**src/rtl/core/indexed_list_store_top_defines.svh**
```systemverilog
`ifndef INDEXED_LIST_STORE_TOP_DEFINES_SVH
`define INDEXED_LIST_STORE_TOP_DEFINES_SVH

// Same-cycle implication, checked on every rising clk edge outside of reset.
`define ILS_ASSERT_NOW(lbl, ante, cons, msg) \
  lbl: assert property (@(posedge clk) disable iff (!rst_n) (ante) |-> (cons)) else $error(msg);

// Next-cycle implication, checked on every rising clk edge outside of reset.
`define ILS_ASSERT_NEXT(lbl, ante, cons, msg) \
  lbl: assert property (@(posedge clk) disable iff (!rst_n) (ante) |=> (cons)) else $error(msg);

`endif

```
**src/rtl/core/ils_pkg.sv**
```systemverilog
package ils_pkg;

  localparam int KIND_W = 3;
  localparam int IDX_W  = 6;
  localparam int VAL_W  = 16;
  localparam int DOUT_W = 16;
  localparam int STAT_W = 2;
  localparam int CNT_W  = 7;

  typedef enum logic [KIND_W-1:0] {
    KIND_APPEND = 3'd0,
    KIND_INSERT = 3'd1,
    KIND_SET    = 3'd2,
    KIND_GET    = 3'd3,
    KIND_REMOVE = 3'd4,
    KIND_CLEAR  = 3'd5
  } kind_t;

  typedef enum logic [STAT_W-1:0] {
    STAT_OK    = 2'd0,
    STAT_RANGE = 2'd1,
    STAT_FULL  = 2'd2
  } status_t;

  typedef enum logic [2:0] {
    S_IDLE,
    S_GET_RD,
    S_SET_WR,
    S_RM_FIRST,
    S_SHIFT_DN,
    S_SHIFT_UP,
    S_INS_LAST,
    S_RESP
  } state_t;

endpackage

```
**src/rtl/core/list_req_if.sv**
```systemverilog
interface list_req_if;
  import ils_pkg::*;

  logic              valid;
  logic              ready;
  logic [KIND_W-1:0] kind;
  logic [IDX_W-1:0]  index;
  logic [VAL_W-1:0]  value;

  modport source (output valid, output kind, output index, output value, input ready);
  modport sink   (input valid, input kind, input index, input value, output ready);
endinterface

```
**src/rtl/core/list_rsp_if.sv**
```systemverilog
interface list_rsp_if;
  import ils_pkg::*;

  logic              valid;
  logic              ready;
  logic [DOUT_W-1:0] data_out;
  logic [STAT_W-1:0] status;
  logic [CNT_W-1:0]  count;

  modport source (output valid, output data_out, output status, output count, input ready);
  modport sink   (input valid, input data_out, input status, input count, output ready);
endinterface

```
**src/rtl/core/ils_ram.sv**
```systemverilog
module ils_ram #(
  parameter int WIDTH = 16,
  parameter int DEPTH = 64
) (
  input  logic                     clk,
  input  logic                     we,
  input  logic [$clog2(DEPTH)-1:0] waddr,
  input  logic [WIDTH-1:0]         wdata,
  input  logic                     re,
  input  logic [$clog2(DEPTH)-1:0] raddr,
  output logic [WIDTH-1:0]         rdata
);

  logic [WIDTH-1:0] mem [DEPTH];

  always_ff @(posedge clk) begin
    if (we) begin
      mem[waddr] <= wdata;
    end
    if (re) begin
      rdata <= mem[raddr];
    end
  end

endmodule

```
**src/rtl/core/indexed_list_store_top.sv**
```systemverilog
// Bounded ordered list of data words held in one single-port-write RAM.
// in_chan carries one request (kind, index, value); every request gives
// exactly one result on out_chan (data_out, status, count). A transfer
// happens on a rising edge with valid and ready both high.
// One request is worked on at a time. Append, clear, insert at the end of the
// list and refused requests go straight to the result state; get and set
// first read the entry (S_GET_RD, S_SET_WR). Insert at a position i below the
// count n moves the tail up (S_SHIFT_UP, then S_INS_LAST), remove moves the
// entries above i down (S_RM_FIRST, S_SHIFT_DN): the RAM moves one entry per
// cycle (one read, one write). in_chan.ready rises at the edge that hands the
// result to the output register, so a new request follows only that handoff.
// The result sits in an output register; a stalled receiver holds it there
// while the next request is accepted and worked on, and only the handoff of
// that next result waits until the register is free.
// Synchronous reset empties the list and drops any pending result; the RAM
// contents are not cleared, since only entries below the count are read.
module indexed_list_store_top #(
  parameter int CAPACITY   = 64,
  parameter int DATA_WIDTH = 16
) (
  input logic        clk,
  input logic        rst_n,
  list_req_if.sink   in_chan,
  list_rsp_if.source out_chan
);
  import ils_pkg::*;

  `include "indexed_list_store_top_defines.svh"

  localparam int AW = $clog2(CAPACITY);
  localparam int CW = $clog2(CAPACITY + 1);
  localparam int XW = ((CW > IDX_W) ? CW : IDX_W) + 1;
  localparam int VW = (DATA_WIDTH < VAL_W) ? DATA_WIDTH : VAL_W;

  state_t                state_r, state_nxt;
  logic [CW-1:0]         count_r, count_nxt;
  logic [AW-1:0]         ptr_r, ptr_nxt;
  logic [AW-1:0]         idx_r, idx_nxt;
  logic [DATA_WIDTH-1:0] word_r, word_nxt;
  logic [DATA_WIDTH-1:0] data_r, data_nxt;
  status_t               status_r, status_nxt;
  logic                  out_valid_r, out_valid_nxt;
  logic [DOUT_W-1:0]     out_data_r, out_data_nxt;
  status_t               out_status_r, out_status_nxt;
  logic [CNT_W-1:0]      out_count_r, out_count_nxt;

  logic                  accept;
  logic                  full;
  logic [DATA_WIDTH-1:0] in_word;
  logic [XW-1:0]         idx_x, cnt_x, ptr_x, idx_rx;
  logic                  rd_en, wr_en;
  logic [AW-1:0]         rd_addr, wr_addr;
  logic [DATA_WIDTH-1:0] wr_data, rd_data;

  assign in_chan.ready     = (state_r == S_IDLE);
  assign accept            = in_chan.valid && in_chan.ready;
  assign full              = (count_r == CW'(CAPACITY));
  assign in_word           = DATA_WIDTH'(in_chan.value[VW-1:0]);
  assign idx_x             = XW'(in_chan.index);
  assign cnt_x             = XW'(count_r);
  assign ptr_x             = XW'(ptr_r);
  assign idx_rx            = XW'(idx_r);

  assign out_chan.valid    = out_valid_r;
  assign out_chan.data_out = out_data_r;
  assign out_chan.status   = out_status_r;
  assign out_chan.count    = out_count_r;

  ils_ram #(
    .WIDTH (DATA_WIDTH),
    .DEPTH (CAPACITY)
  ) u_ram (
    .clk   (clk),
    .we    (wr_en),
    .waddr (wr_addr),
    .wdata (wr_data),
    .re    (rd_en),
    .raddr (rd_addr),
    .rdata (rd_data)
  );

  always_ff @(posedge clk) begin
    if (!rst_n) begin
      state_r     <= S_IDLE;
      count_r     <= '0;
      out_valid_r <= 1'b0;
    end else begin
      state_r     <= state_nxt;
      count_r     <= count_nxt;
      out_valid_r <= out_valid_nxt;
    end
  end

  always_ff @(posedge clk) begin
    ptr_r        <= ptr_nxt;
    idx_r        <= idx_nxt;
    word_r       <= word_nxt;
    data_r       <= data_nxt;
    status_r     <= status_nxt;
    out_data_r   <= out_data_nxt;
    out_status_r <= out_status_nxt;
    out_count_r  <= out_count_nxt;
  end

  always_comb begin
    state_nxt      = state_r;
    count_nxt      = count_r;
    ptr_nxt        = ptr_r;
    idx_nxt        = idx_r;
    word_nxt       = word_r;
    data_nxt       = data_r;
    status_nxt     = status_r;
    out_valid_nxt  = out_valid_r && !out_chan.ready;
    out_data_nxt   = out_data_r;
    out_status_nxt = out_status_r;
    out_count_nxt  = out_count_r;
    rd_en          = 1'b0;
    rd_addr        = ptr_r;
    wr_en          = 1'b0;
    wr_addr        = ptr_r;
    wr_data        = rd_data;

    unique case (state_r)
      S_IDLE: begin
        if (accept) begin
          idx_nxt    = AW'(in_chan.index);
          word_nxt   = in_word;
          data_nxt   = '0;
          status_nxt = STAT_OK;
          state_nxt  = S_RESP;
          unique case (kind_t'(in_chan.kind))
            KIND_APPEND: begin
              if (full) begin
                status_nxt = STAT_FULL;
              end else begin
                wr_en     = 1'b1;
                wr_addr   = AW'(count_r);
                wr_data   = in_word;
                count_nxt = count_r + CW'(1);
              end
            end
            KIND_INSERT: begin
              if (idx_x > cnt_x) begin
                status_nxt = STAT_RANGE;
              end else if (full) begin
                status_nxt = STAT_FULL;
              end else if (idx_x == cnt_x) begin
                wr_en     = 1'b1;
                wr_addr   = AW'(count_r);
                wr_data   = in_word;
                count_nxt = count_r + CW'(1);
              end else begin
                // Move the tail up starting from the last entry.
                rd_en     = 1'b1;
                rd_addr   = AW'(count_r - CW'(1));
                ptr_nxt   = AW'(count_r);
                state_nxt = S_SHIFT_UP;
              end
            end
            KIND_SET, KIND_GET, KIND_REMOVE: begin
              if (idx_x >= cnt_x) begin
                status_nxt = STAT_RANGE;
              end else begin
                rd_en   = 1'b1;
                rd_addr = AW'(in_chan.index);
                ptr_nxt = AW'(in_chan.index);
                if (kind_t'(in_chan.kind) == KIND_SET) begin
                  state_nxt = S_SET_WR;
                end else if (kind_t'(in_chan.kind) == KIND_GET) begin
                  state_nxt = S_GET_RD;
                end else begin
                  state_nxt = S_RM_FIRST;
                end
              end
            end
            KIND_CLEAR: begin
              count_nxt = '0;
            end
            default: begin
            end
          endcase
        end
      end
      S_GET_RD: begin
        data_nxt  = rd_data;
        state_nxt = S_RESP;
      end
      S_SET_WR: begin
        data_nxt  = rd_data;
        wr_en     = 1'b1;
        wr_addr   = idx_r;
        wr_data   = word_r;
        state_nxt = S_RESP;
      end
      S_RM_FIRST: begin
        data_nxt = rd_data;
        if (idx_rx + XW'(1) < cnt_x) begin
          rd_en     = 1'b1;
          rd_addr   = AW'(idx_rx + XW'(1));
          state_nxt = S_SHIFT_DN;
        end else begin
          count_nxt = count_r - CW'(1);
          state_nxt = S_RESP;
        end
      end
      S_SHIFT_DN: begin
        // rd_data holds the entry above ptr_r; the read two ahead runs alongside.
        wr_en   = 1'b1;
        wr_addr = ptr_r;
        wr_data = rd_data;
        if (ptr_x + XW'(2) < cnt_x) begin
          rd_en   = 1'b1;
          rd_addr = AW'(ptr_x + XW'(2));
          ptr_nxt = AW'(ptr_x + XW'(1));
        end else begin
          count_nxt = count_r - CW'(1);
          state_nxt = S_RESP;
        end
      end
      S_SHIFT_UP: begin
        wr_en   = 1'b1;
        wr_addr = ptr_r;
        wr_data = rd_data;
        if (ptr_x - XW'(1) > idx_rx) begin
          rd_en   = 1'b1;
          rd_addr = AW'(ptr_x - XW'(2));
          ptr_nxt = AW'(ptr_x - XW'(1));
        end else begin
          state_nxt = S_INS_LAST;
        end
      end
      S_INS_LAST: begin
        wr_en     = 1'b1;
        wr_addr   = idx_r;
        wr_data   = word_r;
        count_nxt = count_r + CW'(1);
        state_nxt = S_RESP;
      end
      S_RESP: begin
        if (!out_valid_r || out_chan.ready) begin
          out_valid_nxt  = 1'b1;
          out_data_nxt   = DOUT_W'(data_r[VW-1:0]);
          out_status_nxt = status_r;
          out_count_nxt  = CNT_W'(count_r);
          state_nxt      = S_IDLE;
        end
      end
      default: begin
        state_nxt = S_IDLE;
      end
    endcase
  end

  `ILS_ASSERT_NOW(a_count_bound, 1'b1, count_r <= CW'(CAPACITY),
    "entry count above capacity")
  `ILS_ASSERT_NOW(a_dn_spacing, (state_r == S_SHIFT_DN) && rd_en,
    XW'(rd_addr) == XW'(wr_addr) + XW'(2), "shift-down read not two ahead of write")
  `ILS_ASSERT_NOW(a_up_spacing, (state_r == S_SHIFT_UP) && rd_en,
    XW'(rd_addr) + XW'(2) == XW'(wr_addr), "shift-up read not two below write")
  `ILS_ASSERT_NEXT(a_resp_count, state_r == S_RESP, $stable(count_r),
    "entry count changed while handing off a result")
  `ILS_ASSERT_NEXT(a_resp_load, (state_r == S_RESP) && (!out_valid_r || out_chan.ready),
    out_valid_r && (out_count_r == CNT_W'(count_r)), "result not loaded into output register")

endmodule
```
**src/flat_wrapper.sv**
```systemverilog
// flat-port wrapper written by rule: the top's interface ports become plain ports
module indexed_list_store_top_flat import ils_pkg::*;
#(
  parameter int CAPACITY   = 64,
  parameter int DATA_WIDTH = 16
)
  (clk, rst_n, in_chan_valid, in_chan_kind, in_chan_index, in_chan_value, in_chan_ready, out_chan_valid, out_chan_data_out, out_chan_status, out_chan_count, out_chan_ready);
  list_req_if in_chan_i ();
  list_rsp_if out_chan_i ();
  input logic clk;
  input logic rst_n;
  input wire logic [$bits(in_chan_i.valid)-1:0] in_chan_valid;
  input wire logic [$bits(in_chan_i.kind)-1:0] in_chan_kind;
  input wire logic [$bits(in_chan_i.index)-1:0] in_chan_index;
  input wire logic [$bits(in_chan_i.value)-1:0] in_chan_value;
  output wire logic [$bits(in_chan_i.ready)-1:0] in_chan_ready;
  output wire logic [$bits(out_chan_i.valid)-1:0] out_chan_valid;
  output wire logic [$bits(out_chan_i.data_out)-1:0] out_chan_data_out;
  output wire logic [$bits(out_chan_i.status)-1:0] out_chan_status;
  output wire logic [$bits(out_chan_i.count)-1:0] out_chan_count;
  input wire logic [$bits(out_chan_i.ready)-1:0] out_chan_ready;
  assign in_chan_i.valid = in_chan_valid;
  assign in_chan_i.kind = in_chan_kind;
  assign in_chan_i.index = in_chan_index;
  assign in_chan_i.value = in_chan_value;
  assign in_chan_ready = in_chan_i.ready;
  assign out_chan_valid = out_chan_i.valid;
  assign out_chan_data_out = out_chan_i.data_out;
  assign out_chan_status = out_chan_i.status;
  assign out_chan_count = out_chan_i.count;
  assign out_chan_i.ready = out_chan_ready;
  indexed_list_store_top #(.CAPACITY(CAPACITY), .DATA_WIDTH(DATA_WIDTH)) u_core (.clk(clk), .rst_n(rst_n), .in_chan(in_chan_i), .out_chan(out_chan_i));
endmodule
```
**config.mk**
```make
export PLATFORM = sky130hd
export DESIGN_NAME = indexed_list_store_top_flat
export DESIGN_NICKNAME = d
export VERILOG_FILES = /design/src/rtl/core/ils_pkg.sv /design/src/rtl/core/list_req_if.sv /design/src/rtl/core/list_rsp_if.sv /design/src/rtl/core/ils_ram.sv /design/src/rtl/core/indexed_list_store_top.sv /design/src/flat_wrapper.sv
export VERILOG_INCLUDE_DIRS = /design/src /design/src/rtl/core
export SDC_FILE = /design/constraint.sdc
export NUM_CORES = 1
export LEC_CHECK = 0
export ABC_AREA = 1
export BUFFER_PORTS_ARGS = -buffer_cell sky130_fd_sc_hd__buf_2
export CAP_MARGIN = 20
export CELL_PAD_IN_SITES_DETAIL_PLACEMENT = 1
export CELL_PAD_IN_SITES_GLOBAL_PLACEMENT = 2
export CORE_AREA = 2 2 325 327
export DETAILED_ROUTE_END_ITERATION = 10
export DIE_AREA = 0 0 327 329
export GPL_ROUTABILITY_DRIVEN = 0
export PLACE_DENSITY = 0.88
export RECOVER_POWER = 50
export REMOVE_ABC_BUFFERS = 1
export SLEW_MARGIN = 10
export SYNTH_ARGS = -nofsm -noshare
export SYNTH_HDL_FRONTEND = slang
export SYNTH_SLANG_ARGS = --single-unit
```
**constraint.sdc**
```tcl
create_clock -name clk -period 8.16 [get_ports clk]
set_clock_uncertainty 0.2 [all_clocks]
set_input_delay 0.816 -clock clk [delete_from_list [all_inputs] [get_ports clk]]
set_output_delay 0.816 -clock clk [all_outputs]
set_load 0.01 [all_outputs]
```
# --- After elaboration in Yosys (flattened, before gate mapping) ---
# Memory sizes are Yosys's and may differ from the RTL's. A register that Yosys moved wholly into a read port is not among the register bits.
# Index checks and enable logic that the tools add are counted.
word_totals:
  output_inout_bits: 27
  n_memories: 1
  mem_bits_rw: 1024
  input_bits: 29
  wordCells: 154
  register_bits: 82
mem_list:
  columns: ["name", "depth", "width", "rd", "rd_ports_with_merged_regs", "wr", "line", "text"]
  rows:
  - ["u_core.u_ram.mem", 64, 16, 1, 1, 1, "ils_ram.sv:14", "logic [WIDTH-1:0] mem [DEPTH];"]
op_classes:
  add_sub_neg: 7
  n_lt_le_gt_ge: 5
  eq_ne: 28
  n_mux: 81
  n_reduce_logical: 21
op_table:
  columns: ["operator", "n"]
  rows:
  - ["two-way mux 6 bit", 19]
  - ["two-way mux 16 bit", 6]
  - ["one-hot mux 16 bit (2 select lines)", 3]
  - ["two-way mux 7 bit", 7]
  - ["one-hot mux 6 bit (2 select lines)", 4]
  - ["one-hot mux 7 bit (4 select lines)", 1]
  - ["two-way mux 3 bit", 8]
  - ["one-hot mux 6 bit (4 select lines)", 1]
  - ["one-hot mux 7 bit (3 select lines)", 1]
  - ["equality test 3 bit (second input constant)", 6]
  - ["two-way mux 1 bit", 18]
  - ["!= test 3 bit (second input constant)", 6]
  - ["one-hot mux 3 bit (6 select lines)", 1]
  - ["one-hot mux 6 bit (3 select lines)", 1]
  - ["less-than comparator 8 x 7 -> 1 bit", 2]
  - ["equality test 3 x 2 -> 1 bit (second input constant)", 4]
  - ["two-way mux 2 bit", 5]
  - ["AND reduction 9 bit", 1]
  - ["OR reduction 3 bit", 3]
  - ["> comparator 8 x 6 -> 1 bit", 1]
  - ["!= test 2 bit (second input constant)", 4]
  - ["AND reduction 8 bit", 1]
  - ["adder 6 x 1 -> 7 bit (second input constant)", 1]
  - ["adder 6 x 2 -> 7 bit (second input constant)", 1]
  - ["other kinds (27)", 37]

# --- Longest topological paths before layout ---
logic_depth:
  depth_word: 9
  mapped_depth: 29
  mapped_depth_nobuf: 26

# --- Hierarchy ---
# From an unflattened synthesis, not the netlist that was laid out.
unflattened:
  cells_unflattened: 4291
  area_unflattened_um2: 48008.5
by_module_without_submodules:
  columns: ["module", "n_inst", "cells_each", "area_each_um2"]
  rows:
  - ["ils_ram", 1, 3534, 42300.6]
  - ["indexed_list_store_top", 1, 757, 5708.0]

# --- Least setup slack after synthesis ---
# No wires, ideal clock.
synth_timing:
  path_type: "in2reg"
  start: "input in_chan_index[0]"
  end: "memory u_core.u_ram.mem[0][10], data pin"
  stages: 13
  slack_ns: 3.395
  t_arrival_ns: 3.862
  setup_ns: 0.703
  t_required_ns: 7.257
  path_buffers: 2
  cell_sequence: "inv_1 ha_1 nand2_1 nor2_1 nand2_2 a2111oi_4 nand2_2 buf_2 inv_1 clkbuf_1 o21ai_0 a22oi_1 o21ai_0"
synth_between:
  elab_chain_len: 7
  elab_cells_between_ends: 8
  cone_classes: "order compare: 1; eq/ne: 1; mux: 6"
synth_lines:
  columns: ["element", "line", "text"]
  rows:
  - ["start: declaration", "flat_wrapper.sv:14", "input wire logic [$bits(in_chan_i.index)-1:0] in_chan_index;"]
  - ["parallel branches: the longest is 3 deep, another holds > comparator 6 x 7 -> 1 bit", null, null]
  - ["two-way mux 16 bit *", "indexed_list_store_top.sv:143", "if (idx_x > cnt_x) begin"]
  - ["one-hot mux 16 bit (2 select lines) *", "indexed_list_store_top.sv:131", "unique case (kind_t'(in_chan.kind))"]
  - ["two-way mux 16 bit *", "indexed_list_store_top.sv:125", "if (accept) begin"]
  - ["one-hot mux 16 bit (2 select lines) *", "indexed_list_store_top.sv:123", "unique case (state_r)"]
  - ["named net u_core.u_ram.wdata[10]", "ils_ram.sv:8", "input logic [WIDTH-1:0] wdata,"]
  - ["end: declaration", "ils_ram.sv:14", null]
# Mark *: on every way through the listed nets, which the timed path passes.

# --- Final worst setup path ---
layout_timing:
  start: "register u_core.state_r[0]"
  end: "memory u_core.u_ram.mem[54][11], data pin"
layout_between:
  elab_chain_len: 4
  elab_cells_between_ends: 7
  cone_classes: "eq/ne: 2; mux: 2; reduce/logical: 3"
layout_lines:
  columns: ["element", "line", "text"]
  rows:
  - ["start: declaration", "indexed_list_store_top.sv:35", "state_t state_r, state_nxt;"]
  - ["start signal: assignment", "indexed_list_store_top.sv:88", "state_r <= state_nxt;"]
  - ["zero test 3 bit", "indexed_list_store_top.sv:55, indexed_list_store_top.sv:123", null]
  - ["logical AND 1 bit", "indexed_list_store_top.sv:56", "assign accept = in_chan.valid && in_chan.ready;"]
  - ["two-way mux 16 bit", "indexed_list_store_top.sv:125", null]
  - ["one-hot mux 16 bit (2 select lines) *", "indexed_list_store_top.sv:123", null]
  - ["named net u_core.u_ram.wdata[11]", "ils_ram.sv:8", null]
# The timed path passes the listed nets; every way through them passes the cells marked *.

==> flow_metrics.tcl <==
set metrics [dict create \
    synth_top_family_by_area "simple AND/OR/NAND/NOR gates" \
    path_class "reg2reg" \
    synthTopCellsByCount "edfxtp_1, nand3_1, nand2_1" \
    avgSynthCellArea_sq_um 11.7 \
    drtIter0Drc 3900 \
    violations "max-capacitance violations, max-slew violations" \
    wire_per_inst_um 28.2 \
    crit_path_start_kind "register" \
    insertion_delay_ns 0.71 \
    nNetsFinal 4201 \
    coreArea_sq_um 104000 \
    top_level_ports 56 \
    start_util_pct 46.5 \
    hold_path_class "in2reg" \
    fin_crit_sh_pct 84.2 \
    globalRouteTotalUtil_pct 29.1 \
    synth-adder-area-share_pct 0.851 \
    r2r-start "u_core.state_r[0]$_SDFFE_PN0P_" \
    antenna_found_initial 4 \
    outcome "finished with violations" \
    die_x_um 327 \
    numCtsBuffers 116 \
    startpoint "u_core.state_r[0]$_SDFFE_PN0P_" \
    cts_buffer_depth 3 \
    wl_mm 158 \
    area_growth_syn_to_layout_pct 11.1 \
    clkTransAtPathRegs_ns 0.07 \
    met3_usage_pct 5.41 \
    postCtsHoldBufs 0 \
    die-area_sq_um 108000 \
    critPathMaxFanout 33 \
    synthMuxAreaShare_pct 0 \
    grtUsageMet1_pct 39.5 \
    first_pass_iters 6 \
    synth_cells 4160 \
    grt.busiest_layer "met2" \
    cap_violations 17 \
    end_kind "register" \
    fillerInstances 10800 \
    drc 0 \
    synth_compound_gate_area_share_pct 2.02 \
    rsz0062_at_grt "no" \
    grt_pass1_wl_mm 235 \
    via_per_inst 6.36 \
    fp-row-count 119 \
    yosysTopAreaCell "edfxtp_1" \
    synth_area_leaders "edfxtp_1, nand3_1, nand2_1, nand4_1, buf_2" \
    antenna-diode-count 0 \
    ys_ff_latch 1122 \
    stdcell_count 5624 \
    clock-sinks 1122 \
    ys.flop_type "edfxtp_1" \
    drv_slew 882 \
    synthesis.area_sq_um 48500 \
    cts_tree "done" \
    cts_root_buf "clkbuf_16" \
    grtUsageMet2_pct 47.0 \
    slew_headroom_pct -101 \
    hpwlAfterDp_mm 87.4 \
    setup_viol_count_final 0 \
    synthSimpleGateAreaFrac_pct 23.6 \
    post_cts_buffers 0 \
    synth-seq-area-share_pct 69.2 \
    worst_slew_pin_slew_ns 3.00 \
    vias 35800 \
    htree_num_levels 3 \
    port_buffers 55 \
    cp.arrival_ns 7.12 \
    cp.required_ns 8.41 \
    synth_xor_area_share_pct 0.289 \
    synth_warnings 0 \
    die_h_um 329 \
    grt_start_max_net_pins 166 \
    hold_violations 0 \
    fmax_mhz 146 \
    yosysMostFrequentCell "edfxtp_1" \
    synth.top_cell.area_share_pct 68.7 \
    grt_pass1_vias 36300 \
    synth_edf_count 1111 \
    dp.cells 5410 \
    hp-start "in_chan_value[4]" \
    ys_types 51 \
    detail-route-antenna-nets 0 \
    async_reset_ff_share_pct 0 \
    drive_gt1_share_pct 8.48 \
    cts_resized 0 \
    overflow 0 \
    period_minus_slack_ns 6.87 \
]
worst paths after layout:
kind | to | slack, ns | cells after the start
max | u_core.u_ram.mem[54][11]$_DFFE_PP_ | 1.29 | 14
min | u_core.word_r[4]$_DFFE_PP_ | 0.17 | 1
max reg2reg | u_core.u_ram.mem[54][11]$_DFFE_PP_ | 1.29 | 14
min reg2reg | u_core.out_chan.data_out[14]$_DFFE_PP_ | 0.22 | 0
placed cells by master (no fill, tap or decap), types with 10 or more instances in the layout:
cell type,n
o21ai_0,39
inv_2,11
nor3_1,11
xor2_1,16
ha_1,33
nand3_1,1008
o21ai_4,12
buf_4,106
buf_12,11
nor2_1,114
clkinv_2,20
clkbuf_2,12
clkinv_1,33
clkbuf_1,79
clkbuf_16,116
bufinv_16,10
edfxtp_1,1111
a211oi_1,11
a22oi_1,18
inv_1,87
nand2_1,819
nand4_1,415
a21oi_1,28
dfxtp_1,11
final cells by class:
type	instances	area (sq um)	area share, %
inverters	106	409	0.759
clock inverters	70	647	1.20
flip-flops and latches	1122	33600	62.3
clock buffers	142	3000	5.57
repair buffers	188	1310	2.42
multi-input cells	2605	13200	24.5
well taps	1391	1740	3.23
through the flow:
stage	setup WS (ns)	instance area (sq um)	utilization (%)	setup TNS (ns)	hold slack, ns
global route	0.900	53900	51.6	0	0.150
detailed placement	2.17	50400	48.3	0	0.206
finish	1.29	53900	51.6	0	0.170
CTS	2.22	54100	51.8	0	0.0892
floorplan	-10.35	47000	-	-165.43	0.200
global placement	2.14	50400	48.3	0	0.203
sequential cells by signal (all words and copies together) (netlist names):
register	cells
u_core.out_chan.count	7
u_core.u_ram.mem	1024
u_core.data_r	16
u_core.idx_r	6
u_core.out_chan.data_out	16
u_core.ptr_r	6
u_core.status_r	2
u_core.word_r	16
u_core.count_r	7
u_core.u_ram.rdata	16
u_core.out_chan.valid	1
u_core.out_chan.status	2
u_core.state_r	3
worst max-delay path: stages (launching register included):
cell	delay, ns
dfxtp_1	0.38
nor2_1	0.23
inv_1	0.11
nor2_1	1.38
inv_2	0.40
nor2_4	0.20
buf_4	0.41
inv_1	0.11
nor2_1	0.27
buf_4	0.27
nand3_1	0.09
o21ai_0	0.13
a22oi_1	0.09
o21ai_1	1.61
buf_4	0.68
metal layers:
layer	part of all wire [%]	routed length, um
met4	3.8	6090
met5	0.018	28
met2	47	75100
met3	8.5	13500
met1	40	63700
cell families (layout without fill, tap and decap cells):
| group | Yosys count | after routing |
|---|---|---|
| buffers and inverters | 433 | 506 |
| and+or+nand+nor | 2404 | 2404 |
| xor gates and xnor gates | 16 | 16 |
| DFF | 1122 | 1122 |
| adders and majority gates | 33 | 33 |
| AOI/OAI and AO/OA | 152 | 152 |
Power is not shown: default switching activity piles up to over one toggle a cycle in this logic, so the estimate is an artifact.
